===== src/rtl/http_header_tokenizer_assert.svh =====
// assertion macros for the header tokenizer
`ifndef HTTP_HEADER_TOKENIZER_ASSERT_SVH
`define HTTP_HEADER_TOKENIZER_ASSERT_SVH

// condition holds in the same cycle as the trigger
`define HTT_ASSERT_NOW(lbl, trig, cond, msg) \
  lbl: assert property (@(posedge clk) disable iff (!rst_n) (trig) |-> (cond)) else $error(msg);

// condition holds in the cycle after the trigger
`define HTT_ASSERT_NEXT(lbl, trig, cond, msg) \
  lbl: assert property (@(posedge clk) disable iff (!rst_n) (trig) |=> (cond)) else $error(msg);

`endif


===== src/rtl/htt_pkg.sv =====
// shared types and constants of the header tokenizer
`timescale 1ns / 1ps
package htt_pkg;

  localparam int QDEPTH = 4;
  localparam int QAW    = $clog2(QDEPTH);

  localparam logic [15:0] CAP_RESET = 16'd8192;

  localparam logic [7:0] CH_NUL   = 8'h00;
  localparam logic [7:0] CH_TAB   = 8'h09;
  localparam logic [7:0] CH_LF    = 8'h0A;
  localparam logic [7:0] CH_CR    = 8'h0D;
  localparam logic [7:0] CH_SP    = 8'h20;
  localparam logic [7:0] CH_COLON = 8'h3A;
  localparam logic [7:0] NAME_LO  = 8'd33;
  localparam logic [7:0] NAME_HI  = 8'd126;

  typedef logic [2:0] tok_kind_t;
  localparam tok_kind_t TK_NAME  = 3'd0;
  localparam tok_kind_t TK_BODY  = 3'd1;
  localparam tok_kind_t TK_FIELD = 3'd2;
  localparam tok_kind_t TK_END   = 3'd3;
  localparam tok_kind_t TK_BAD   = 3'd4;
  localparam tok_kind_t TK_BIG   = 3'd5;

  typedef struct packed {
    tok_kind_t  kind;
    logic [7:0] tbyte;
  } tok_t;

  // tokens caused by one input byte, count is 1 or 2
  typedef struct packed {
    logic [1:0] cnt;
    tok_t       t0;
    tok_t       t1;
  } q_entry_t;

  typedef struct packed {
    logic           full;
    logic           empty;
    logic [QAW:0]   cnt;
  } q_stat_t;

  function automatic tok_t mk_tok(tok_kind_t k, logic [7:0] b);
    tok_t t;
    t.kind  = k;
    t.tbyte = b;
    return t;
  endfunction

endpackage


===== src/rtl/htt_back.sv =====
// back end: splits token groups into single tokens behind an output register
`timescale 1ns / 1ps
module htt_back import htt_pkg::*; (
  input  logic       clk,
  input  logic       rst_n,
  input  q_entry_t   head,
  input  q_stat_t    stat,
  output logic       pop,
  output logic       out_valid,
  input  logic       out_ready,
  output tok_kind_t  out_kind,
  output logic [7:0] out_byte,
  output logic       out_last
);

  logic       phase_r, phase_nxt;
  logic       valid_r;
  tok_t       tok_r;
  logic       last_r;
  logic       load, sel_last;
  tok_t       sel_tok;

  assign load     = (!valid_r || out_ready) && !stat.empty;
  assign sel_tok  = phase_r ? head.t1 : head.t0;
  assign sel_last = phase_r || (head.cnt == 2'd1);
  assign pop      = load && sel_last;
  assign phase_nxt = load ? !sel_last : phase_r;

  always_ff @(posedge clk) begin
    if (!rst_n) begin
      valid_r <= 1'b0;
      phase_r <= 1'b0;
    end else begin
      phase_r <= phase_nxt;
      if (load) begin
        valid_r <= 1'b1;
      end else if (out_ready) begin
        valid_r <= 1'b0;
      end
    end
  end

  always_ff @(posedge clk) begin
    if (load) begin
      tok_r  <= sel_tok;
      last_r <= sel_last;
    end
  end

  assign out_valid = valid_r;
  assign out_kind  = tok_r.kind;
  assign out_byte  = tok_r.tbyte;
  assign out_last  = last_r;

endmodule


===== config.mk =====
export PLATFORM = sky130hd
export DESIGN_NAME = htt_back
export DESIGN_NICKNAME = d
export VERILOG_FILES = /design/src/rtl/http_header_tokenizer_assert.svh /design/src/rtl/htt_pkg.sv /design/src/rtl/htt_back.sv
export SDC_FILE = /design/constraint.sdc
export NUM_CORES = 1
export LEC_CHECK = 0
export ABC_CLOCK_PERIOD_IN_PS = 3900
export BUFFER_PORTS_ARGS = -buffer_cell sky130_fd_sc_hd__buf_4
export CORE_MARGIN = 10
export CORE_UTILIZATION = 35
export DETAILED_ROUTE_END_ITERATION = 7
export HOLD_SLACK_MARGIN = 0.12
export PLACE_DENSITY_LB_ADDON = 0.3
export SYNTH_ARGS = -nofsm -noshare
export SYNTH_HDL_FRONTEND = slang
export SYNTH_SLANG_ARGS = --single-unit

===== constraint.sdc =====
create_clock -name clk -period 3.9 [get_ports clk]
set_input_delay 0.78 -clock clk [delete_from_list [all_inputs] [get_ports clk]]
set_output_delay 0.78 -clock clk [all_outputs]
set_load 0.01 [all_outputs]

==> results.json, run 1 <==
{
  "synth_area_um2": 626.9,
  "die-area_um2": 3884,
  "via_per_inst": 4.229,
  "setup_viol": 0,
  "whs_path_depth": 2,
  "syn_avg_cell_area_um2": 17.41,
  "synthTopCellsByCount": "edfxtp_1 (12), mux2_4 (8), mux2_1 (3), dfxtp_1 (2), nand2b_1 (2)",
  "synth_seq_cells": 14,
  "design.core.area_um2": 1708,
  "start_kind": "input pin",
  "io_buffers": 41,
  "dp_slack_ps": 1049,
  "wl_per_cell_um": 13.88,
  "ctsHoldBuffers": 0,
  "ys_top_cells_by_area": "edfxtp_1 (57%), mux2_4 (19%), dfxtp_1 (6.4%)",
  "drc_errors": 0,
  "slew_headroom_pct": 30.03,
  "h-tree-depth": 1,
  "syn-num-nets": 68,
  "pin_count": 46,
  "ant_nets": 0,
  "yosysMostFrequentCell": "edfxtp_1",
  "tns_ps": 0,
  "cp.required_ps": 3120,
  "maxCapViolCount": 0,
  "via_count": 444,
  "rsz0062_at_grt": "no",
  "cts.sink_count": 14,
  "drt_iter0_drc": 8,
  "syn_to_final_growth_pct": 58.08,
  "status": "finished, final reports clean",
  "finalHoldViolCount": 0,
  "post_cts_buffers": 0,
  "wirelength_um": 1457,
  "r2r_cells": 2,
  "gr-usage-all-layers_pct": 7.805,
  "synth_ff_type": "edfxtp_1",
  "post-route-worst-setup-slack_ps": 1075,
  "finalNetCount": 113,
  "period_share_pct": 72.45,
  "post_cts_resized": 0,
  "layout-drive-gt1-share_pct": 66.25,
  "antenna_found_initial": 0,
  "ys.warnings.count": 0,
  "drt_pass1_iterations": 3,
  "place.gp.congestion": 0.6411,
  "fin_worst_skew_ps": 2.280,
  "cts_tree": "done",
  "start_util_pct": 36.70,
  "utilization_pct": 58.02,
  "finalPower_uw": 356.5,
  "crit_path_max_fanout": 14,
  "min_period_ps": 2825,
  "max-vdd-ir-drop_uv": 188.0,
  "clk_latency_ps": 280,
  "synthCells": 36,
  "synth_cell_type_count": 14,
  "rows": 15,
  "yosysSeqAreaShare_pct": 63.87,
  "root_buffer": "clkbuf_4",
  "overflow": 0,
  "grt_max_degree": 15,
  "fillers": 141,
  "clk_pin_slew_ps": 80,
  "worst_setup_path_end_kind": "output port",
  "max_freq_ghz": 0.3539,
  "die_w_um": 62.32,
  "synth-edff-count": 12,
  "die_h_um": 62.32,
  "crit_type": "input pin to output port",
  "num_antenna_cells": 0,
  "power_density_nw_per_um2": 359.8,
  "grt_pass1_wl_um": 2366,
  "yosys.area.top_type_share_pct": 57.49,
  "clk_path_buf_depth": 2,
  "async_flop_share_pct": 0,
  "worstPathArrival_ps": 2050,
  "cts-buffers-inserted": 3,
  "hold_class": "register to register",
  "slew_violations": 0,
  "first_global_vias": 512,
  "synth.largest_area_cell": "edfxtp_1",
  "p_leak_nw": 0.4516,
  "worst_pin_slew_ps": 1046
}
## cells by family (layout without fill, tap and decap cells)
logic type | count (synthesis) | in the layout | share of synthesized area [%]
AO/OA/AOI/OAI | 1 | 1 | 1.198
AND/OR/NAND/NOR | 7 | 7 | 6.387
buffers and inverters | 2 | 46 | 2.395
flip-flops | 14 | 14 | 63.87
multiplexers | 12 | 12 | 26.15
## sequential cells by signal, indices dropped and copies added (netlist names)
name / count
out_kind: 3
out_byte: 8
out_last: 1
out_valid: 1
phase_r: 1
## report_power, final
| part | switching, mW | leakage [nW] | internal, mW |
|---|---|---|---|
| Sequential | 0.00805 | 0.133 | 0.177 |
| Clock | 0.0445 | 0.0210 | 0.0568 |
| Combinational | 0.0220 | 0.298 | 0.0478 |
| Total | 0.0746 | 0.452 | 0.282 |
## cell type report
type / instances / area [um2] / area share, %
Timing Repair Buffer: 41 / 307.8 / 31.06
Tap cell: 25 / 31.28 / 3.157
Inverter: 1 / 3.754 / 0.3788
Multi-Input combinational cell: 20 / 211.5 / 21.34
Clock buffer: 4 / 36.28 / 3.662
Sequential cell: 14 / 400.4 / 40.40
## routing by layer
metal	wire [um]	vias up	GRT usage [%]
met5	0	-	0
met4	23	0	4.190
met3	137	3	3.943
met2	709	31	11.54
met1	587	189	8.949
li1	-	221	-
## worst paths after layout
| check | from | endpoint | slack [ps] |
|---|---|---|---|
| worst max-delay path | stat[3] | pop | 1070 |
| worst min-delay path | out_valid | out_valid | 630 |
| worst max register to register | out_valid | out_byte[2] | 2290 |
| worst min register to register | out_valid | out_valid | 630 |
## placed cells by master, fill, tap and decap left out
| master | n |
|---|---|
| clkbuf_4 | 3 |
| nand2b_1 | 2 |
| buf_4 | 41 |
| nand2_1 | 1 |
| nor2b_1 | 1 |
| edfxtp_1 | 12 |
| mux2_4 | 8 |
| dfxtp_1 | 2 |
| nor2_1 | 1 |
| nand3b_1 | 1 |
| mux2_1 | 3 |
| o21a_1 | 1 |
| inv_1 | 1 |
| mux2i_1 | 1 |
| and2_1 | 1 |
| clkbuf_8 | 1 |
## critical path, cell delays in order
cell and delay, ps:
buf_4 110, nor2_1 790, and2_1 230, buf_4 120
## through the flow
stage	instances	hold WS (ps)	cell area, um2
global placement	101	604.7	954.7
floorplan	36	620.0	626.9
detailed placement	101	628.5	954.7
finish	105	634.2	991.0
global route	105	688.5	991.0
CTS	105	640.2	991.0
No activity file was read; power rests on OpenSTA's default activity.
==> inputs of run 2 (changes only) <==
ABC_CLOCK_PERIOD_IN_PS = 2570   (was 3900)
CORE_UTILIZATION = 34   (was 35)
clock period = 2.57 ns   (was 3.9 ns; I/O delays follow)
==> run 2 against run 1 <==
Effect of this change:
- die area grew 2.0%
- total power grew 42%
- hold slack got worse by 170 ps
- cell count up 0.95%
- sequential share of layout area is 0.051 points lower
- final area up 0.13%
- first-iteration DRC count down 13%
- clock skew grew 1.7 ps
- via count up 1.6%
- largest cell class unchanged
- core utilization shrank 1.2 points
- critical endpoint unchanged
- global-route usage is 0.47 points lower
- critical path type is now register to output port
==> results.json, run 2 (synthesis results as in run 1) <==
{
  "gr-usage-all-layers_pct": 7.332,
  "status": "finished, final reports clean",
  "cp-endpoint": "pop",
  "r2r_slack_ps": 1420,
  "p_sw_uw": 107.8,
  "clockPowerShare_pct": 23.0,
  "max_freq_ghz": 0.6128,
  "worstPathArrival_ps": 1120,
  "clk_pin_slew_ps": 80,
  "start_kind": "register",
  "slowest_stage": "dfxtp_1",
  "die_w_um": 62.94,
  "wirelength_um": 1470,
  "syn_to_final_growth_pct": 58.28,
  "crit_type": "register to output port",
  "intPower_uw": 398.2,
  "layout-drive-gt1-share_pct": 66.67,
  "worst_setup_path_end_kind": "output port",
  "h-tree-depth": 1,
  "overflow": 0,
  "cts_tree": "done",
  "post-route-worst-setup-slack_ps": 938.3,
  "pin_count": 46,
  "r2r-end": "out_kind[2]",
  "root_buffer": "clkbuf_4",
  "rsz0062_at_grt": "no",
  "num_antenna_cells": 0,
  "p_leak_nw": 0.4545,
  "place.gp.congestion": 0.6488,
  "design.core.area_um2": 1745,
  "worst_pin_slew_ps": 202.7,
  "first_global_vias": 528,
  "dp_slack_ps": 934.5,
  "finalHoldViolCount": 0,
  "finalNetCount": 115,
  "post-dp-hpwl_um": 1289,
  "cp.required_ps": 2060,
  "cts.sink_count": 14,
  "via_count": 451,
  "clk_latency_ps": 270,
  "fin_worst_skew_ps": 4.001,
  "io_buffers": 41,
  "wl_per_cell_um": 13.87,
  "crit_cells": 4,
  "crit_buf_inv": 1,
  "period_share_pct": 63.49,
  "die-area_um2": 3961,
  "drc_errors": 0,
  "cp-startpoint": "out_valid",
  "maxCapViolCount": 0,
  "grt_pass1_wl_um": 2373,
  "power_frac_seq_pct": 54.0,
  "cts-buffers-inserted": 3,
  "drt_pass1_iterations": 3,
  "clk_path_buf_depth": 2,
  "final_common_cell": "buf_4",
  "p_sw_share_pct": 21.30,
  "die_h_um": 62.94,
  "cpPeakStageDelay_ps": 340,
  "grt_max_degree": 14,
  "via_per_inst": 4.255,
  "slew_headroom_pct": 86.49,
  "start_util_pct": 35.91,
  "tns_ps": 0,
  "ctsHoldBuffers": 0,
  "min_period_ps": 1632,
  "hold_class": "input pin to register",
  "cp_cell_sequence": "nor2b_1, nor2_1, and2_1, buf_4",
  "rows": 15,
  "r2r_cells": 2,
  "slew_violations": 0,
  "r2r_start": "phase_r",
  "antenna_found_initial": 0,
  "post_cts_resized": 0,
  "post_cts_buffers": 0,
  "ant_nets": 0,
  "critPathTopFamily": "simple AND/OR/NAND/NOR gates",
  "combinationalPowerShare_pct": 23.0,
  "largest_reg_flops": 8,
  "power_density_nw_per_um2": 510.0,
  "most-common-layout-cells": "buf_4 (43), edfxtp_1 (12), mux2_4 (8)",
  "crit_path_max_fanout": 2,
  "setup_viol": 0,
  "drt_iter0_drc": 7,
  "max-vdd-ir-drop_uv": 231.9
}
==> run 2: cell count changes in the layout (fill, tap and decap cells not counted) <==
cell / previous run / this run
buf_4: 41 / 43
clkbuf_8: 1 / 0
==> run 2: final cells by class <==
type	instances	area (um2)
clock buffers	3	22.52
fillers	164	753.2
inverters	1	3.754
multi-input cells	20	211.5
flip-flops and latches	14	400.4
well taps	25	31.28
repair buffers	43	322.8
==> run 2: worst reg2reg max path, stage by stage, from the launching register on <==
cell     delay, ps
dfxtp_1        330
buf_4          230
mux2_1         340
==> run 2: power by group through the flow <==
stage	Sequential [mW]	Combinational, mW	Clock [mW]
final	0.273	0.116	0.116
after global routing	0.276	0.127	0.129
after CTS	0.274	0.119	0.120
after detailed placement	0.279	0.119	0
after global placement	0.279	0.116	0
after floorplan	0.289	0.0444	0
==> run 2: worst min-delay path by stage <==
stage / start / to / slack [ps] / cells past startpoint
2_1_floorplan: phase_r / out_last / 620 / 1
3_3_place_gp: phase_r / out_last / 520 / 1
3_5_place_dp: phase_r / out_last / 530 / 1
4_1_cts: rst_n / out_valid / 460 / 2
5_1_grt: rst_n / out_valid / 450 / 2
6_report: rst_n / out_valid / 470 / 2
==> run 2: per-layer routing <==
layer  up-vias  global-route usage, %  wire [um]
li1        225                      -          -
met5         -                      0          0
met4         0                  1.676          0
met2        22                  13.58        833
met3         0                  4.480        140
met1       204                  6.537        496
==> run 2: per-stage QoR <==
step / cells / total power [mW] / util, % / hold slack, ps / area [um2]
after CTS: 106 / 0.5126 / 56.85 / 461.8 / 992.2
after detailed placement: 103 / 0.3977 / 55.56 / 527.9 / 969.7
after global placement: 103 / 0.3950 / 55.56 / 517.6 / 969.7
final: 106 / 0.5060 / 56.85 / 467.4 / 992.2
after global routing: 106 / 0.5317 / 56.85 / 453.1 / 992.2
after floorplan: 36 / 0.3338 / - / 620.0 / 626.9
