--- src/rtl/http_header_tokenizer_assert.svh ---
// assertion macros for the header tokenizer
`ifndef HTTP_HEADER_TOKENIZER_ASSERT_SVH
`define HTTP_HEADER_TOKENIZER_ASSERT_SVH

// condition holds in the same cycle as the trigger
`define HTT_ASSERT_NOW(lbl, trig, cond, msg) \
  lbl: assert property (@(posedge clk) disable iff (!rst_n) (trig) |-> (cond)) else $error(msg);

// condition holds in the cycle after the trigger
`define HTT_ASSERT_NEXT(lbl, trig, cond, msg) \
  lbl: assert property (@(posedge clk) disable iff (!rst_n) (trig) |=> (cond)) else $error(msg);

`endif

--- src/rtl/htt_pkg.sv ---
// shared types and constants of the header tokenizer
`timescale 1ns / 1ps
package htt_pkg;

  localparam int QDEPTH = 4;
  localparam int QAW    = $clog2(QDEPTH);

  localparam logic [15:0] CAP_RESET = 16'd8192;

  localparam logic [7:0] CH_NUL   = 8'h00;
  localparam logic [7:0] CH_TAB   = 8'h09;
  localparam logic [7:0] CH_LF    = 8'h0A;
  localparam logic [7:0] CH_CR    = 8'h0D;
  localparam logic [7:0] CH_SP    = 8'h20;
  localparam logic [7:0] CH_COLON = 8'h3A;
  localparam logic [7:0] NAME_LO  = 8'd33;
  localparam logic [7:0] NAME_HI  = 8'd126;

  typedef logic [2:0] tok_kind_t;
  localparam tok_kind_t TK_NAME  = 3'd0;
  localparam tok_kind_t TK_BODY  = 3'd1;
  localparam tok_kind_t TK_FIELD = 3'd2;
  localparam tok_kind_t TK_END   = 3'd3;
  localparam tok_kind_t TK_BAD   = 3'd4;
  localparam tok_kind_t TK_BIG   = 3'd5;

  typedef struct packed {
    tok_kind_t  kind;
    logic [7:0] tbyte;
  } tok_t;

  // tokens caused by one input byte, count is 1 or 2
  typedef struct packed {
    logic [1:0] cnt;
    tok_t       t0;
    tok_t       t1;
  } q_entry_t;

  typedef struct packed {
    logic           full;
    logic           empty;
    logic [QAW:0]   cnt;
  } q_stat_t;

  function automatic tok_t mk_tok(tok_kind_t k, logic [7:0] b);
    tok_t t;
    t.kind  = k;
    t.tbyte = b;
    return t;
  endfunction

endpackage

--- src/rtl/htt_front.sv ---
// front end: header grammar state, storage accounting, token generation
`timescale 1ns / 1ps
module htt_front import htt_pkg::*; (
  input  logic        clk,
  input  logic        rst_n,
  input  logic        accept,
  input  logic        kind,
  input  logic [7:0]  in_byte,
  input  logic [15:0] capacity,
  output logic        push,
  output q_entry_t    entry
);

  typedef enum logic [3:0] {
    S_START, S_CR, S_NAME, S_NAMESP, S_BODY0, S_BODY, S_BODYCR, S_LINEEND, S_ENDCR
  } state_t;

  state_t      state_r, state_nxt;
  logic [15:0] used_r, used_nxt;
  logic        fin_r, fin_nxt;

  logic        is_ws, is_name, ok1, ok2;
  logic [1:0]  n;
  tok_t        t0, t1;
  logic [7:0]  c;

  assign c       = in_byte;
  assign is_ws   = (c == CH_SP) || (c >= CH_TAB && c <= CH_CR);
  assign is_name = (c >= NAME_LO) && (c <= NAME_HI);
  assign ok1     = ({1'b0, used_r} + 17'd1) < {1'b0, capacity};
  assign ok2     = ({1'b0, used_r} + 17'd2) < {1'b0, capacity};

  always_comb begin
    n         = 2'd0;
    t0        = mk_tok(TK_NAME, CH_NUL);
    t1        = mk_tok(TK_NAME, CH_NUL);
    state_nxt = state_r;
    used_nxt  = used_r;
    fin_nxt   = fin_r;
    if (kind) begin
      state_nxt = S_START;
      used_nxt  = '0;
      fin_nxt   = 1'b0;
    end else if (!fin_r) begin
      case (state_r)
        S_START: begin
          if (is_name && c != CH_COLON) begin
            n = 2'd1;
            if (ok1) begin
              used_nxt  = used_r + 16'd1;
              t0        = mk_tok(TK_NAME, c);
              state_nxt = S_NAME;
            end else begin
              t0      = mk_tok(TK_BIG, CH_NUL);
              fin_nxt = 1'b1;
            end
          end else if (c == CH_LF) begin
            n       = 2'd1;
            t0      = mk_tok(TK_END, CH_NUL);
            fin_nxt = 1'b1;
          end else if (c == CH_CR) begin
            state_nxt = S_CR;
          end else if (!is_ws) begin
            n       = 2'd1;
            t0      = mk_tok(TK_BAD, CH_NUL);
            fin_nxt = 1'b1;
          end
        end
        S_CR: begin
          n       = 2'd1;
          fin_nxt = 1'b1;
          t0      = (c == CH_LF) ? mk_tok(TK_END, CH_NUL) : mk_tok(TK_BAD, CH_NUL);
        end
        S_NAME: begin
          if (c == CH_COLON || is_ws) begin
            // separator takes two storage bytes and makes no token, or a TK_BIG token if storage runs out
            if (ok2) begin
              used_nxt  = used_r + 16'd2;
              state_nxt = (c == CH_COLON) ? S_BODY0 : S_NAMESP;
            end else begin
              n       = 2'd1;
              t0      = mk_tok(TK_BIG, CH_NUL);
              fin_nxt = 1'b1;
            end
          end else if (is_name) begin
            n = 2'd1;
            if (ok1) begin
              used_nxt = used_r + 16'd1;
              t0       = mk_tok(TK_NAME, c);
            end else begin
              t0      = mk_tok(TK_BIG, CH_NUL);
              fin_nxt = 1'b1;
            end
          end else begin
            n       = 2'd1;
            t0      = mk_tok(TK_BAD, CH_NUL);
            fin_nxt = 1'b1;
          end
        end
        S_NAMESP: begin
          if (c == CH_COLON) begin
            state_nxt = S_BODY0;
          end else if (!is_ws) begin
            n       = 2'd1;
            t0      = mk_tok(TK_BAD, CH_NUL);
            fin_nxt = 1'b1;
          end
        end
        S_BODY0, S_BODY: begin
          if (c == CH_CR || c == CH_LF || state_r == S_BODY || !is_ws) begin
            if (ok1) begin
              used_nxt = used_r + 16'd1;
              if (c == CH_CR) begin
                state_nxt = S_BODYCR;
              end else if (c == CH_LF) begin
                state_nxt = S_LINEEND;
              end else begin
                n         = 2'd1;
                t0        = mk_tok(TK_BODY, c);
                state_nxt = S_BODY;
              end
            end else begin
              n       = 2'd1;
              t0      = mk_tok(TK_BIG, CH_NUL);
              fin_nxt = 1'b1;
            end
          end
        end
        S_BODYCR: begin
          if (c == CH_LF) begin
            state_nxt = S_LINEEND;
          end else begin
            n       = 2'd1;
            t0      = mk_tok(TK_BAD, CH_NUL);
            fin_nxt = 1'b1;
          end
        end
        S_LINEEND: begin
          if (c == CH_CR) begin
            state_nxt = S_ENDCR;
          end else if (c == CH_LF) begin
            n       = 2'd2;
            t0      = mk_tok(TK_FIELD, CH_NUL);
            t1      = mk_tok(TK_END, CH_NUL);
            fin_nxt = 1'b1;
          end else if (is_ws) begin
            // continuation line folds in as newline plus the blank
            if (ok1) begin
              used_nxt  = used_r + 16'd1;
              n         = 2'd2;
              t0        = mk_tok(TK_BODY, CH_LF);
              t1        = mk_tok(TK_BODY, c);
              state_nxt = S_BODY;
            end else begin
              n       = 2'd1;
              t0      = mk_tok(TK_BIG, CH_NUL);
              fin_nxt = 1'b1;
            end
          end else if (is_name) begin
            n  = 2'd2;
            t0 = mk_tok(TK_FIELD, CH_NUL);
            if (ok1) begin
              used_nxt  = used_r + 16'd1;
              t1        = mk_tok(TK_NAME, c);
              state_nxt = S_NAME;
            end else begin
              t1      = mk_tok(TK_BIG, CH_NUL);
              fin_nxt = 1'b1;
            end
          end
        end
        S_ENDCR: begin
          n       = (c == CH_LF) ? 2'd2 : 2'd1;
          fin_nxt = 1'b1;
          if (c == CH_LF) begin
            t0 = mk_tok(TK_FIELD, CH_NUL);
            t1 = mk_tok(TK_END, CH_NUL);
          end else begin
            t0 = mk_tok(TK_BAD, CH_NUL);
          end
        end
        default: begin
          state_nxt = S_START;
        end
      endcase
    end
  end

  assign push     = accept && (n != 2'd0);
  assign entry.cnt = n;
  assign entry.t0  = t0;
  assign entry.t1  = t1;

  always_ff @(posedge clk) begin
    if (!rst_n) begin
      state_r <= S_START;
      used_r  <= '0;
      fin_r   <= 1'b0;
    end else if (accept) begin
      state_r <= state_nxt;
      used_r  <= used_nxt;
      fin_r   <= fin_nxt;
    end
  end

endmodule

--- config.mk ---
export PLATFORM = sky130hd
export DESIGN_NAME = htt_front
export DESIGN_NICKNAME = d
export VERILOG_FILES = /design/src/rtl/http_header_tokenizer_assert.svh /design/src/rtl/htt_pkg.sv /design/src/rtl/htt_front.sv
export SDC_FILE = /design/constraint.sdc
export NUM_CORES = 1
export LEC_CHECK = 0
export ABC_AREA = 1
export BUFFER_PORTS_ARGS = -buffer_cell sky130_fd_sc_hd__buf_2
export CAP_MARGIN = 20
export CORE_ASPECT_RATIO = 1.2
export CORE_MARGIN = 10
export CORE_UTILIZATION = 56
export DETAILED_ROUTE_END_ITERATION = 6
export GPL_TIMING_DRIVEN = 1
export PLACE_DENSITY = 0.74
export SLEW_MARGIN = 20
export SYNTH_ARGS = -nofsm -noshare
export SYNTH_HDL_FRONTEND = slang
export SYNTH_SLANG_ARGS = --single-unit
--- constraint.sdc ---
create_clock -name clk -period 4.1 [get_ports clk]
set_input_delay 0.205 -clock clk [delete_from_list [all_inputs] [get_ports clk]]
set_output_delay 0.205 -clock clk [all_outputs]
set_load 0.01 [all_outputs]
==> impl_metrics.env <==
export IMPL_whs_path_depth=3
export IMPL_grt_pass1_vias=4268
export IMPL_drc_errors=0
export IMPL_stdcell_count=780
export IMPL_grtUsageTotal=0.227
export IMPL_slew_violations=0
export IMPL_status="finished, final reports clean"
export IMPL_cp_data_arrival_time_ns=3.62
export IMPL_synth_xor_area_frac=0.0486
export IMPL_final_cell_area_um2=4120
export IMPL_fmax_mhz=261
export IMPL_htree_levels=1
export IMPL_portBuffers=51
export IMPL_clock_skew_ns=0.00358
export IMPL_grt_first_pass_wirelength_um=19600
export IMPL_ys_async_sr_fraction=0
export IMPL_overflow=0
export IMPL_critPathSlowestCell="dfxtp_1"
export IMPL_dpl_hpwl_um=9470
export IMPL_holdWs_ns=0.210
export IMPL_synthDistinctLibCells=47
export IMPL_leakage_nw=2.27
export IMPL_syn_inst=655
export IMPL_path_cells="nand2_1 > inv_1 > nand2_1 > inv_2 > nand3_1 > nor2_1 > xor2_1 > o21a_1 > inv_1 > ha_1 > and3_1 > nor3b_1 > nand2_1 > nand2_2 > nand2_1 > nand2_1 > nand3_1 > a31oi_1 > buf_2"
export IMPL_synth_top_area_frac=0.166
export IMPL_num_vias=4375
export IMPL_dp_cells=776
export IMPL_critPathRequiredTime_ns=3.89
export IMPL_ys_ff_latch=21
export IMPL_vias_per_cell=5.61
export IMPL_reg2reg_setup_slack_ns=0.39
export IMPL_crit_fanout=10
export IMPL_layout_commonest_cell="nand2_1"
export IMPL_hold_path_class="primary input to flip-flop"
export IMPL_ctsHoldBuffers=0
export IMPL_tritoncts="done"
export IMPL_setup_viol=0
export IMPL_path_common_cell="nand2_1"
export IMPL_initial_core_util=0.584
export IMPL_dpl_cell_area_um2=4060
export IMPL_pre_cts_slack_ns=0.464
export IMPL_r2r_cells=19
export IMPL_clk_latency_ns=0.27
export IMPL_synth_cell_area_um2=3790
export IMPL_routed_wl_um=11900
export IMPL_r2r_start="used_r[8]"
export IMPL_synth_area_top_cells="nand2_1, dfxtp_1, ha_1"
export IMPL_syn_to_final_growth_pct=8.66
export IMPL_fin_crit_sh=0.933
export IMPL_ys_seq_area_frac=0.111
export IMPL_cp_start_kind="flip-flop"
export IMPL_avgRoutedWirePerCell_um=15.3
export IMPL_antenna_diode_count=0
export IMPL_period_needed_ns=3.83
export IMPL_drt_iter0_drc=337
export IMPL_max_stage_delay_ns=0.43
export IMPL_yosys_warnings=0
export IMPL_hold_viol=0
export IMPL_totalPowerFinal_mw=0.928
export IMPL_grt_setup_unrepaired="true"
export IMPL_clock_path_buffers=2
export IMPL_die_height_um=110
export IMPL_synthMuxAreaShare=0
export IMPL_post_cts_buffers=0
export IMPL_die_w_um=95.1
export IMPL_final_cell_mix="nand2_1, inv_1, nor2_1"
export IMPL_synth_fa_ha_area_frac=0.106
export IMPL_cts_sinks=21
export IMPL_cts_clk_slew_worst_paths_ns=0.09
export IMPL_setup_ws_ns=0.273
export IMPL_dr_pass1_iters=6
export IMPL_die_area_um2=10500
export IMPL_yosys_area_share_simple=0.434
export IMPL_critPathCaptureType="output pin"
export IMPL_ant_nets=0
export IMPL_max_slew_worst_pin_slew_ns=0.800
export IMPL_ctsRootBufferMaster="clkbuf_8"
export IMPL_drv_cap=0
export IMPL_fin_tns_setup_ns=0
export IMPL_antenna_found_initial=0
export IMPL_ioPinCount=53
export IMPL_numCtsBuffers=3
export IMPL_synth_avg_cell_area_um2=5.78
export IMPL_hold_path_end="state_r[3]"
export IMPL_grt_max_degree=38
export IMPL_syn_nets=715
export IMPL_ir_drop_uv=235
export IMPL_worst_setup_path_type="flip-flop to output pin"
export IMPL_min_delay_start="rst_n"
export IMPL_p_per_area_nw_per_um2=226
export IMPL_post_route_util=0.634
export IMPL_synth_top_area_cell="nand2_1"
export IMPL_core_um2=6490
export IMPL_final_layout_size_suffix_gt1_frac=0.173
export IMPL_synth_compound_area_frac=0.159
export IMPL_slew_headroom=0.466
export IMPL_num_rows=32
export IMPL_timing_rr_end="used_r[2]"
export IMPL_synth_flop_cell="dfxtp_1"
export IMPL_globalplace_congestion=0.997
export IMPL_final_nets=756
export IMPL_synth_top_family_by_area="simple AND/OR/NAND/NOR gates"
export IMPL_synth_edf_count=0
kinds of logic after synthesis:
| logic type | count (synthesis) |
|---|---|
| simple gates | 354 |
| xor+xnor | 21 |
| other cells | 1 |
| flops | 21 |
| buf+inv | 130 |
| fa+ha+maj | 32 |
| compound gates | 96 |
repair_timing:
item	CTS	global route
gates resized for setup	0	5
hold endpoints to repair	0	0
endpoints found under the setup margin	0	12
critical path, delay by kind of cell (launching register included):
kind / cells / cell delay (ns)
flip-flops: 1 / 0.43
buffers and inverters: 4 / 0.41
XOR/XNOR: 1 / 0.26
adder cells (fa/ha/maj): 1 / 0.25
AND/OR/NAND/NOR: 11 / 1.67
AO/OA/AOI/OAI: 2 / 0.34
area by class of cell:
type                       count  area [µm²]
multi-input combinational    504        2840
sequential                    21         424
inverter                     112         425
timing repair buffer          54         278
tap                           85         106
clock buffer                   3        41.3
fill                         649        2370
clock inverter                 1        5.00
cells in the mapped netlist (3+ instances only):
cell type  count
nand3_1       52
nor2_4         4
clkbuf_1       3
nand2_4        3
buf_2         11
o21ai_0       22
nor3_1        24
o211ai_1      11
nand4_1       12
a21oi_1       34
a21oi_2       11
xor2_1        20
o21bai_1       5
inv_2         13
buf_4          3
inv_1         97
nor2_2         7
ha_1          32
dfxtp_1       21
nand2_1      167
nand2_2       10
nor2_1        63
power breakdown:
part	internal (mW)	leakage [nW]	switching, mW	total, mW
logic	0.169	2.07	0.372	0.540
clock network	0.0679	0.0255	0.0809	0.149
registers	0.219	0.172	0.0203	0.239
total	0.455	2.27	0.473	0.928
how the worst max path moves through the flow:
stage / slack [ns] / cells after the start / to / start
global placement: 0.44 / 18 / used_r[0] / used_r[3]
floorplan: 0.99 / 23 / push / used_r[3]
finish: 0.27 / 19 / entry[19] / used_r[8]
CTS: 0.22 / 20 / entry[21] / used_r[3]
detailed placement: 0.46 / 18 / used_r[0] / used_r[4]
global route: -0.002 / 15 / entry[18] / used_r[5]
sequential cells by signal, summed over array words and instances (netlist names):
register,cells
fin_r,1
state_r,4
used_r,16
per-layer routing:
layer	wire length (µm)	up-vias	track usage
met3	734	37	0.0257
met4	373	0	0.0931
met5	0	-	0
met1	4510	1978	0.247
met2	6310	173	0.430
li1	-	2187	-
Note: power is estimated with default switching activity, not from simulation.
