## config.mk

```make
export PLATFORM = sky130hd
export DESIGN_NAME = htt_queue
export DESIGN_NICKNAME = d
export VERILOG_FILES = /design/src/rtl/http_header_tokenizer_assert.svh /design/src/rtl/htt_pkg.sv /design/src/rtl/htt_queue.sv
export SDC_FILE = /design/constraint.sdc
export NUM_CORES = 1
export LEC_CHECK = 0
export BUFFER_PORTS_ARGS = -buffer_cell sky130_fd_sc_hd__buf_2
export CORE_UTILIZATION = 56
export CTS_CLUSTER_DIAMETER = 100
export DETAILED_ROUTE_END_ITERATION = 6
export PLACE_DENSITY_LB_ADDON = 0.3
export SYNTH_ARGS = -nofsm -noshare
export SYNTH_HDL_FRONTEND = slang
export SYNTH_SLANG_ARGS = --single-unit
```

## constraint.sdc

```tcl
create_clock -name clk -period 2.6 [get_ports clk]
set_clock_uncertainty 0.05 [all_clocks]
set_input_delay 0.13 -clock clk [delete_from_list [all_inputs] [get_ports clk]]
set_output_delay 0.13 -clock clk [all_outputs]
set_load 0.1 [all_outputs]
```

## src/rtl/http_header_tokenizer_assert.svh

```systemverilog
// assertion macros for the header tokenizer
`ifndef HTTP_HEADER_TOKENIZER_ASSERT_SVH
`define HTTP_HEADER_TOKENIZER_ASSERT_SVH

// condition holds in the same cycle as the trigger
`define HTT_ASSERT_NOW(lbl, trig, cond, msg) \
  lbl: assert property (@(posedge clk) disable iff (!rst_n) (trig) |-> (cond)) else $error(msg);

// condition holds in the cycle after the trigger
`define HTT_ASSERT_NEXT(lbl, trig, cond, msg) \
  lbl: assert property (@(posedge clk) disable iff (!rst_n) (trig) |=> (cond)) else $error(msg);

`endif

```

## src/rtl/htt_pkg.sv

```systemverilog
// shared types and constants of the header tokenizer
`timescale 1ns / 1ps
package htt_pkg;

  localparam int QDEPTH = 4;
  localparam int QAW    = $clog2(QDEPTH);

  localparam logic [15:0] CAP_RESET = 16'd8192;

  localparam logic [7:0] CH_NUL   = 8'h00;
  localparam logic [7:0] CH_TAB   = 8'h09;
  localparam logic [7:0] CH_LF    = 8'h0A;
  localparam logic [7:0] CH_CR    = 8'h0D;
  localparam logic [7:0] CH_SP    = 8'h20;
  localparam logic [7:0] CH_COLON = 8'h3A;
  localparam logic [7:0] NAME_LO  = 8'd33;
  localparam logic [7:0] NAME_HI  = 8'd126;

  typedef logic [2:0] tok_kind_t;
  localparam tok_kind_t TK_NAME  = 3'd0;
  localparam tok_kind_t TK_BODY  = 3'd1;
  localparam tok_kind_t TK_FIELD = 3'd2;
  localparam tok_kind_t TK_END   = 3'd3;
  localparam tok_kind_t TK_BAD   = 3'd4;
  localparam tok_kind_t TK_BIG   = 3'd5;

  typedef struct packed {
    tok_kind_t  kind;
    logic [7:0] tbyte;
  } tok_t;

  // tokens caused by one input byte, count is 1 or 2
  typedef struct packed {
    logic [1:0] cnt;
    tok_t       t0;
    tok_t       t1;
  } q_entry_t;

  typedef struct packed {
    logic           full;
    logic           empty;
    logic [QAW:0]   cnt;
  } q_stat_t;

  function automatic tok_t mk_tok(tok_kind_t k, logic [7:0] b);
    tok_t t;
    t.kind  = k;
    t.tbyte = b;
    return t;
  endfunction

endpackage

```

## src/rtl/htt_queue.sv

```systemverilog
// small queue of per-byte token groups between front and back
`timescale 1ns / 1ps
module htt_queue import htt_pkg::*; (
  input  logic     clk,
  input  logic     rst_n,
  input  logic     push,
  input  q_entry_t wr_entry,
  input  logic     pop,
  output q_entry_t head,
  output q_stat_t  stat
);

  q_entry_t       mem_r [QDEPTH];
  logic [QAW-1:0] wr_ptr_r, rd_ptr_r;
  logic [QAW:0]   cnt_r;
  logic           do_push;

  assign stat.cnt   = cnt_r;
  assign stat.full  = (cnt_r == QDEPTH[QAW:0]);
  assign stat.empty = (cnt_r == '0);
  assign do_push    = push && !stat.full;
  assign head       = mem_r[rd_ptr_r];

  always_ff @(posedge clk) begin
    if (do_push) begin
      mem_r[wr_ptr_r] <= wr_entry;
    end
  end

  always_ff @(posedge clk) begin
    if (!rst_n) begin
      wr_ptr_r <= '0;
      rd_ptr_r <= '0;
      cnt_r    <= '0;
    end else begin
      if (do_push) begin
        wr_ptr_r <= wr_ptr_r + 1'b1;
      end
      if (pop) begin
        rd_ptr_r <= rd_ptr_r + 1'b1;
      end
      cnt_r <= cnt_r + {{QAW{1'b0}}, do_push} - {{QAW{1'b0}}, pop};
    end
  end

endmodule

```

==> results of run 1 <==
-- per-layer routing --
metal	global-route usage	wire length, µm	part of all wire	vias up
met1	0.220	2560	0.42	968
met2	0.301	3160	0.52	45
met3	0.0366	180	0.030	13
met4	0.0970	159	0.026	0
li1	-	-	-	879
met5	0	0	0	-
-- cells by family (layout without fill, tap and decap cells) --
kind of cell / count (synthesis) / in the layout / synth area share
flip-flops: 105 / 105 / 0.772
buffers and inverters: 13 / 110 / 0.0233
adder cells (fa/ha/maj): 7 / 7 / 0.0240
XOR/XNOR: 4 / 4 / 0.00883
AND/OR/NAND/NOR: 18 / 18 / 0.0265
multiplexers: 26 / 26 / 0.145
-- registers in the layout, indices dropped and copies added, names as in the netlist, named ones only --
name,flops
wr_ptr_r,2
cnt_r,3
mem_r,96
rd_ptr_r,2
-- final cells by class --
class / instances / area, µm² / area share
well taps: 96 / 120 / 0.0249
multi-input cells: 55 / 820 / 0.170
clock inverters: 5 / 56.3 / 0.0117
clock buffers: 11 / 131 / 0.0272
inverters: 5 / 18.8 / 0.00389
repair buffers: 89 / 613 / 0.127
flip-flops and latches: 105 / 3070 / 0.636
-- worst max-delay path, stage by stage, from the launching register on --
cell	delay [ns]
dfxtp_2	0.70
buf_4	0.27
mux4_2	0.52
buf_2	0.31
-- power by group --
group / leakage, nW / internal, mW / switching (mW) / total [mW]
registers: 0.955 / 2.04 / 0.0809 / 2.12
clock network: 0.0933 / 0.444 / 0.497 / 0.942
logic: 0.656 / 0.330 / 1.12 / 1.45
total: 1.70 / 2.82 / 1.70 / 4.51
-- worst paths after layout --
| path | endpoint | slack (ns) | cells past startpoint |
|---|---|---|---|
| setup / recovery | head[5] | 0.27 | 3 |
| hold / removal | cnt_r[1] | 0.05 | 2 |
| setup reg to reg | cnt_r[2] | 0.50 | 11 |
| hold reg to reg | wr_ptr_r[1] | 0.45 | 2 |
-- synthesized netlist by cell type, drive strengths merged --
master,n,area [µm²]
xor2,1,8.76
nor3,1,5.00
ha,6,75.1
nand2,5,18.8
and2,9,56.3
nor3b,1,12.5
xnor2,3,26.3
mux2i,2,20.0
clkbuf,2,7.51
nor2b,2,12.5
fa,1,20.0
mux4,24,556
edfxtp,96,2880
buf,6,66.3
dfxtp,9,180
inv,5,18.8
-- what timing repair did --
item                                   4_1_cts  5_1_grt
setup endpoints to repair                    0        0
hold buffers                                24        0
endpoints found under the hold margin       96        0
resized for setup                            0        0
-- per-stage QoR --
stage / std cells / utilization / TNS, ns
floorplan: 173 / - / -1.07
global placement: 326 / 0.644 / 0
detailed placement: 326 / 0.644 / 0
CTS: 366 / 0.707 / 0
global route: 366 / 0.707 / 0
finish: 366 / 0.707 / 0
==> metrics, run 1 <==
status finished clean; startpoint types register; Sink Count between 100 and 150; hpwl dp between 3000 and 4000 µm; first-pass GRT wire length about 9400 µm; final wirelength slightly above 6000 µm; yosys warns 0; row count 30; transition time of the tightest slew-check pin 0.566 ns; global placer's final weighted congestion 0.719; total power per unit cell area 935 nW/µm²; Vias/cell 5.20; Max clock buf depth 2; antenna violations before repair 0; RSZ-0062 raised after global routing no; die width 86.2 µm; #FFs+latches synth 105; hold path startpoint rst_n; First DRT Iteration DRCs 137; total core area between 6000 and 7000 µm²; Starting Density 0.581; count of final setup violators 0; post-synthesis sequential area ratio 0.772; final worst-path setup slack 0.269 ns; syn_area_per_cell roughly 23 µm²; WL/cell about 17 µm; clock root buffer clkbuf_8; PortBufs 56; share of cells above drive strength 1 0.389; fill cell total of the finished layout 470; Post-CTS Setup Repair Bufs 0; final hold violation count 0; Max Freq around 0.43 GHz; minimum clock period 2.33 ns; commonest non-fill, non-tap cells in the layout 96 x edfxtp_1, 56 x buf_2, 24 x dlygate4sd3_1; Nets 300; fin. max-slew vios 0; CP endpoint kind output pin; Die Area 7420 µm²; final instance area roughly 4800 µm²; Cell Area, Synth 3970 µm²; worst hold slack ~0.049 ns; Reg2Reg Launch Point cnt_r[2]; drt pass-1 iters 4; syn_nets roughly 210; Die Ht 86.2 µm; P_leak 1.70 nW; antenna-violating nets left 0; Num CTS Buffers 9; Worst Setup Path Type reg -> out; max_cap viols 0; H-tree Lvls 3; max_slew headroom 0.622; Cell variety after synth 19; Global Route Usage Sum 0.179; CTS tree built; DR vias 1905; Area Overhead vs Synth 21.8%; vias in the first global route around 1900; DR DRC count 0; cells after synthesis 173; Ant. Diodes 0; final period utilization 0.897; IO Pins 57; pin count of the biggest net entering global routing 25; Clk Latency, worst-skew pair 0.35 ns; Tightest Hold Check Type in -> reg; Clock transition at path regs 0.08 ns; placed inst area approximately 4400 µm²; total power 4.51 mW; commonest non-fill, non-tap cell in the layout edfxtp_1; Place WS between 0.5 and 0.6 ns; crit path max fanout 16; required time of the critical path between 2 and 2.5 ns; CP arrival 2.15 ns; peak supply drop between 0.001 and 0.0015 V; grt total ovfl 0
(Power assumes the default switching activity.)
==> run 2, diff against run 1 <==
--- a/config.mk
+++ b/config.mk
@@ -5,8 +5,9 @@
 export SDC_FILE = /design/constraint.sdc
 export NUM_CORES = 1
 export LEC_CHECK = 0
+export ABC_AREA = 1
 export BUFFER_PORTS_ARGS = -buffer_cell sky130_fd_sc_hd__buf_2
-export CORE_UTILIZATION = 56
+export CORE_UTILIZATION = 57
 export CTS_CLUSTER_DIAMETER = 100
 export DETAILED_ROUTE_END_ITERATION = 6
 export PLACE_DENSITY_LB_ADDON = 0.3
==> metrics, run 2 <==
largest cells by area after synthesis edfxtp_1 69%, o22ai_2 6.0%, o21ai_0 5.5%; Cell variety after synth 20; pin count of the biggest net entering global routing 49; Clk Latency, worst-skew pair 0.35 ns; Vias/cell 5.25; Starting Density 0.601; Max clock buf depth 2; DR vias 2527; Non-Filler Instances 481; drt pass-1 iters 4; placed cell count 440; internal power between 3 and 4 mW; CP arrival ~2.2 ns; H-tree Lvls 3; P_leak 1.87 nW; Die Area 7670 µm²; antenna-violating nets left 0; total core area between 6000 and 7000 µm²; Ant. Diodes 0; Synth Area in Compound Gates 0.131; Synth top cells by count 96 x edfxtp_1, 46 x o21ai_0, 40 x nor2_1; largest registers mem_r: 96 flops, cnt_r: 3 flops; Largest register FFs 96; footprint of the multi-input gates around 980 µm²; largest area contributor in the netlist edfxtp_1; yosys warns 0; total power 4.82 mW; startpoint types register; Tightest Hold Check Type in -> reg; commonest non-fill, non-tap cell in the layout edfxtp_1; required time of the critical path 2.42 ns; row count 30; transition time of the tightest slew-check pin about 0.7 ns; Area Overhead vs Synth 22.0%; commonest non-fill, non-tap cells in the layout 96 x edfxtp_1, 55 x buf_2, 46 x o21ai_0; final period utilization 0.901; share of cells above drive strength 1 0.335; count of final setup violators 0; die width 87.6 µm; sw frac 0.378; post-synthesis async set-or-reset flop share 0; Clock transition at path regs ~0.090 ns; final hold violation count 0; Global Route Usage Sum 0.221; Top reg by flops mem_r; Nets 415; Synth top area share 0.690; First DRT Iteration DRCs 152; setup slack, reg-to-reg 0.50 ns; Die Ht 87.6 µm; Synth Area in Adders 0.0228; Comb pwr share 0.317; global placer's final weighted congestion 0.815; IO Pins 57; grt total ovfl 0; Sink Count 105; minimum clock period 2.34 ns; syn_area_per_cell 14.4 µm²; XOR/XNOR Fraction of Synth Area 0; crit path max fanout 19; most common cell in the netlist edfxtp_1; total power per unit cell area 947 nW/µm²; sw power approximately 1.8 mW; Post-CTS Setup Repair Bufs 0; Worst Setup Path Type reg -> out; CP endpoint kind output pin; peak supply drop 0.000934 V; Num CTS Buffers 9; max_slew headroom 0.542; DR DRC count 0; multiplexer share of the synthesized area 0; status finished clean; WL/cell ~16 µm; CTS tree built; max_cap viols 0; ys flop type edfxtp_1; #FFs+latches synth approximately 110; syn_nets 326; cells after synthesis 291; Clock Power Share 0.239; fill cell total of the finished layout 461; post-synthesis sequential area ratio 0.733; RSZ-0062 raised after global routing no; number of synthesized flops with an enable pin 96; first-pass GRT wire length about 12000 µm; final wirelength roughly 7700 µm; clock root buffer clkbuf_8; PortBufs between 50 and 60; fin. max-slew vios 0; Max Freq 0.427 GHz; Simple-Gate Fraction of Synth Area 0.0782; largest family of logic cells by synthesized area compound AO/OA/AOI/OAI gates; antenna violations before repair 0; Cell Area, Synth 4180 µm²; Flop pwr share 0.444; storage element area 3070 µm²; hpwl dp approximately 4700 µm; vias in the first global route 2484
-- run 2: power groups by stage --
stage | clock network [mW] | registers [mW] | logic (mW)
floorplan | 0 | 2.31 | 1.07
detailed placement | 0 | 2.18 | 1.51
finish | 1.15 | 2.14 | 1.53
global placement | 0 | 2.17 | 1.48
global route | 1.24 | 2.16 | 1.61
CTS | 1.17 | 2.14 | 1.54
-- run 2: worst paths after layout --
| check | start | cells past startpoint | to |
|---|---|---|---|
| max | register | 4 | head[6] |
| min | push | 3 | wr_ptr_r[0] |
| max reg2reg | cnt_r[0] | 11 | cnt_r[2] |
| min reg2reg | rd_ptr_r[1] | 1 | register |
-- run 2: through the flow --
step	setup slack, ns	TNS [ns]	hold WS [ns]	cell area (µm²)	utilization
final	0.258	0	0.0432	5090	0.734
after global routing	0.0944	0	0.0493	5090	0.734
after CTS	0.220	0	0.0324	5090	0.734
after detailed placement	0.514	0	0.299	4610	0.664
after global placement	0.644	0	0.295	4610	0.664
after floorplan	-0.257	-24.67	0.178	4180	-
-- run 2: critical path: stages (launching register included) --
cell	delay, ns
dfxtp_1	0.77
buf_4	0.27
o21ai_0	0.13
o22ai_2	0.18
buf_2	0.45
-- run 2: logic make-up after synthesis --
| family | Yosys count |
|---|---|
| buffers and inverters | 29 |
| flip-flops | 105 |
| AO/OA/AOI/OAI | 78 |
| adder cells (fa/ha/maj) | 7 |
| AND/OR/NAND/NOR | 72 |
-- run 2: cell type report --
| class | instances | share of cell area |
|---|---|---|
| Sequential cell | 105 | 0.602 |
| Tap cell | 96 | 0.0236 |
| Inverter | 15 | 0.0111 |
| Clock buffer | 10 | 0.0251 |
| Multi-Input combinational cell | 157 | 0.192 |
| Clock inverter | 6 | 0.0209 |
| Timing Repair Buffer | 92 | 0.126 |
-- run 2: routing by layer --
layer	global-route usage	part of all wire	up-vias
li1	-	-	1236
met1	0.296	0.43	1197
met2	0.359	0.51	80
met3	0.0405	0.042	14
met4	0.0999	0.019	0
met5	0	0	-
-- run 2: repair_timing --
| action | CTS | global route |
|---|---|---|
| resized for setup | 0 | 0 |
| hold buffers | 25 | 0 |
| hold endpoints to repair | 99 | 0 |
==> run 3, diff against run 2 <==
--- a/config.mk
+++ b/config.mk
@@ -5,12 +5,13 @@
 export SDC_FILE = /design/constraint.sdc
 export NUM_CORES = 1
 export LEC_CHECK = 0
-export ABC_AREA = 1
 export BUFFER_PORTS_ARGS = -buffer_cell sky130_fd_sc_hd__buf_2
-export CORE_UTILIZATION = 57
+export CORE_UTILIZATION = 56
 export CTS_CLUSTER_DIAMETER = 100
 export DETAILED_ROUTE_END_ITERATION = 6
+export MAX_ROUTING_LAYER = met4
 export PLACE_DENSITY_LB_ADDON = 0.3
 export SYNTH_ARGS = -nofsm -noshare
 export SYNTH_HDL_FRONTEND = slang
 export SYNTH_SLANG_ARGS = --single-unit
+export TNS_END_PERCENT = 50
==> metrics, run 3 (synthesis results as in run 1) <==
transition time of the tightest slew-check pin between 0.5 and 0.6 ns; crit path max fanout 16; antenna violations before repair 0; Area Overhead vs Synth 21.8%; PortBufs 56; H-tree Lvls 3; die width roughly 86 µm; global placer's final weighted congestion 0.727; CP endpoint kind output pin; drt pass-1 iters 4; CP max-delay cell dfxtp_2; pin count of the biggest net entering global routing 25; Reg2Reg Launch Point cnt_r[2]; Ant. Diodes 0; Tightest Hold Check Type in -> reg; status finished clean; Starting Density 0.581; Largest register FFs 96; max_slew headroom 0.623; worst reg2reg endpoint cnt_r[2]; count of final setup violators 0; largest registers mem_r: 96 flops, cnt_r: 3 flops; Post-CTS Setup Repair Bufs 0; Top delay family on crit path flip-flops; Die Ht 86.2 µm; Worst Hold Depth 2; DR vias between 1500 and 2000; Top reg by flops mem_r; DR DRC count 0; minimum clock period 2.33 ns; Max clock buf depth 2; total power per unit cell area 935 nW/µm²; WP buf/inv 2; final wirelength 6070 µm; cells along the critical path buf_4 > mux4_2 > buf_2; CP arrival 2.15 ns; P_leak 1.70 nW; startpoint types register; R2R depth 11; CTS tree built; Sink Count about 110; row count 30; hpwl dp 3660 µm; First DRT Iteration DRCs 136; vias in the first global route 1928; placed cell count 326; antenna-violating nets left 0; crit-path max cell delay 0.70 ns; sink of the worst hold path cnt_r[1]; commonest non-fill, non-tap cells in the layout 96 x edfxtp_1, 56 x buf_2, 24 x dlygate4sd3_1; number of gates resized after cts 0; required time of the critical path between 2 and 2.5 ns; Non-Filler Instances 366; WL/cell about 17 µm; Nets 300; Num CTS Buffers 9; peak supply drop 0.00116 V; final period utilization 0.897; commonest non-fill, non-tap cell in the layout edfxtp_1; Vias/cell ~5.2; max_cap viols 0; RSZ-0062 raised after global routing no; Die Area 7420 µm²; total core area 6830 µm²; Clock transition at path regs 0.08 ns; first-pass GRT wire length 9400 µm; setup tns final 0 ns; final hold violation count 0; hold path startpoint rst_n; clock root buffer clkbuf_8; Global Route Usage Sum 0.184; Worst Setup Path Type reg -> out; Max Freq 0.429 GHz; IO Pins 57; grt total ovfl 0; setup slack, reg-to-reg 0.50 ns; share of cells above drive strength 1 0.389; Clk Latency, worst-skew pair 0.35 ns; fin. max-slew vios 0
-- run 3: stage by stage --
step                setup WS (ns)  power (mW)  hold slack [ns]  utilization  instance area (µm²)
detailed placement          0.514        3.59            0.296        0.644                 4400
finish                      0.268        4.51           0.0501        0.707                 4830
global route                0.150        4.68           0.0588        0.707                 4830
CTS                         0.205        4.55           0.0388        0.707                 4830
floorplan                  -0.517        3.36            0.179            -                 3980
global placement            0.546        3.58            0.294        0.644                 4400
-- run 3: worst max-delay path by stage --
stage	startpoint	end	slack, ns	cells after the start
2_1_floorplan	cnt_r[2]	cnt_r[2]	-0.52	12
3_3_place_gp	cnt_r[2]	cnt_r[2]	0.55	11
3_5_place_dp	cnt_r[2]	cnt_r[2]	0.51	11
4_1_cts	register	head[5]	0.20	3
5_1_grt	register	head[5]	0.15	3
6_report	register	head[5]	0.27	3
-- run 3: metal layers --
| layer | vias to the layer above | part of all wire | global-route usage | routed length, µm |
|---|---|---|---|---|
| li1 | 880 | - | - | - |
| met1 | 965 | 0.42 | 0.222 | 2560 |
| met2 | 45 | 0.52 | 0.300 | 3140 |
| met3 | 14 | 0.033 | 0.0337 | 201 |
| met4 | 0 | 0.027 | 0.0970 | 163 |
| met5 | - | 0 | - | 0 |
-- run 3: what timing repair did --
item	in CTS	in global routing
endpoints found under the hold margin	96	0
endpoints found under the setup margin	0	0
hold buffers	24	0
-- run 3: area by class of cell --
cell class              instances  area [µm²]
inverters                       5        18.8
well taps                      96         120
flip-flops and latches        105        3070
clock inverters                 5        56.3
multi-input cells              55         820
repair buffers                 89         613
fillers                       470        2000
clock buffers                  11         131
-- run 3: power breakdown --
group | internal (mW) | switching [mW]
sequential | 2.04 | 0.0808
clock | 0.444 | 0.498
combinational | 0.330 | 1.12
total | 2.82 | 1.70
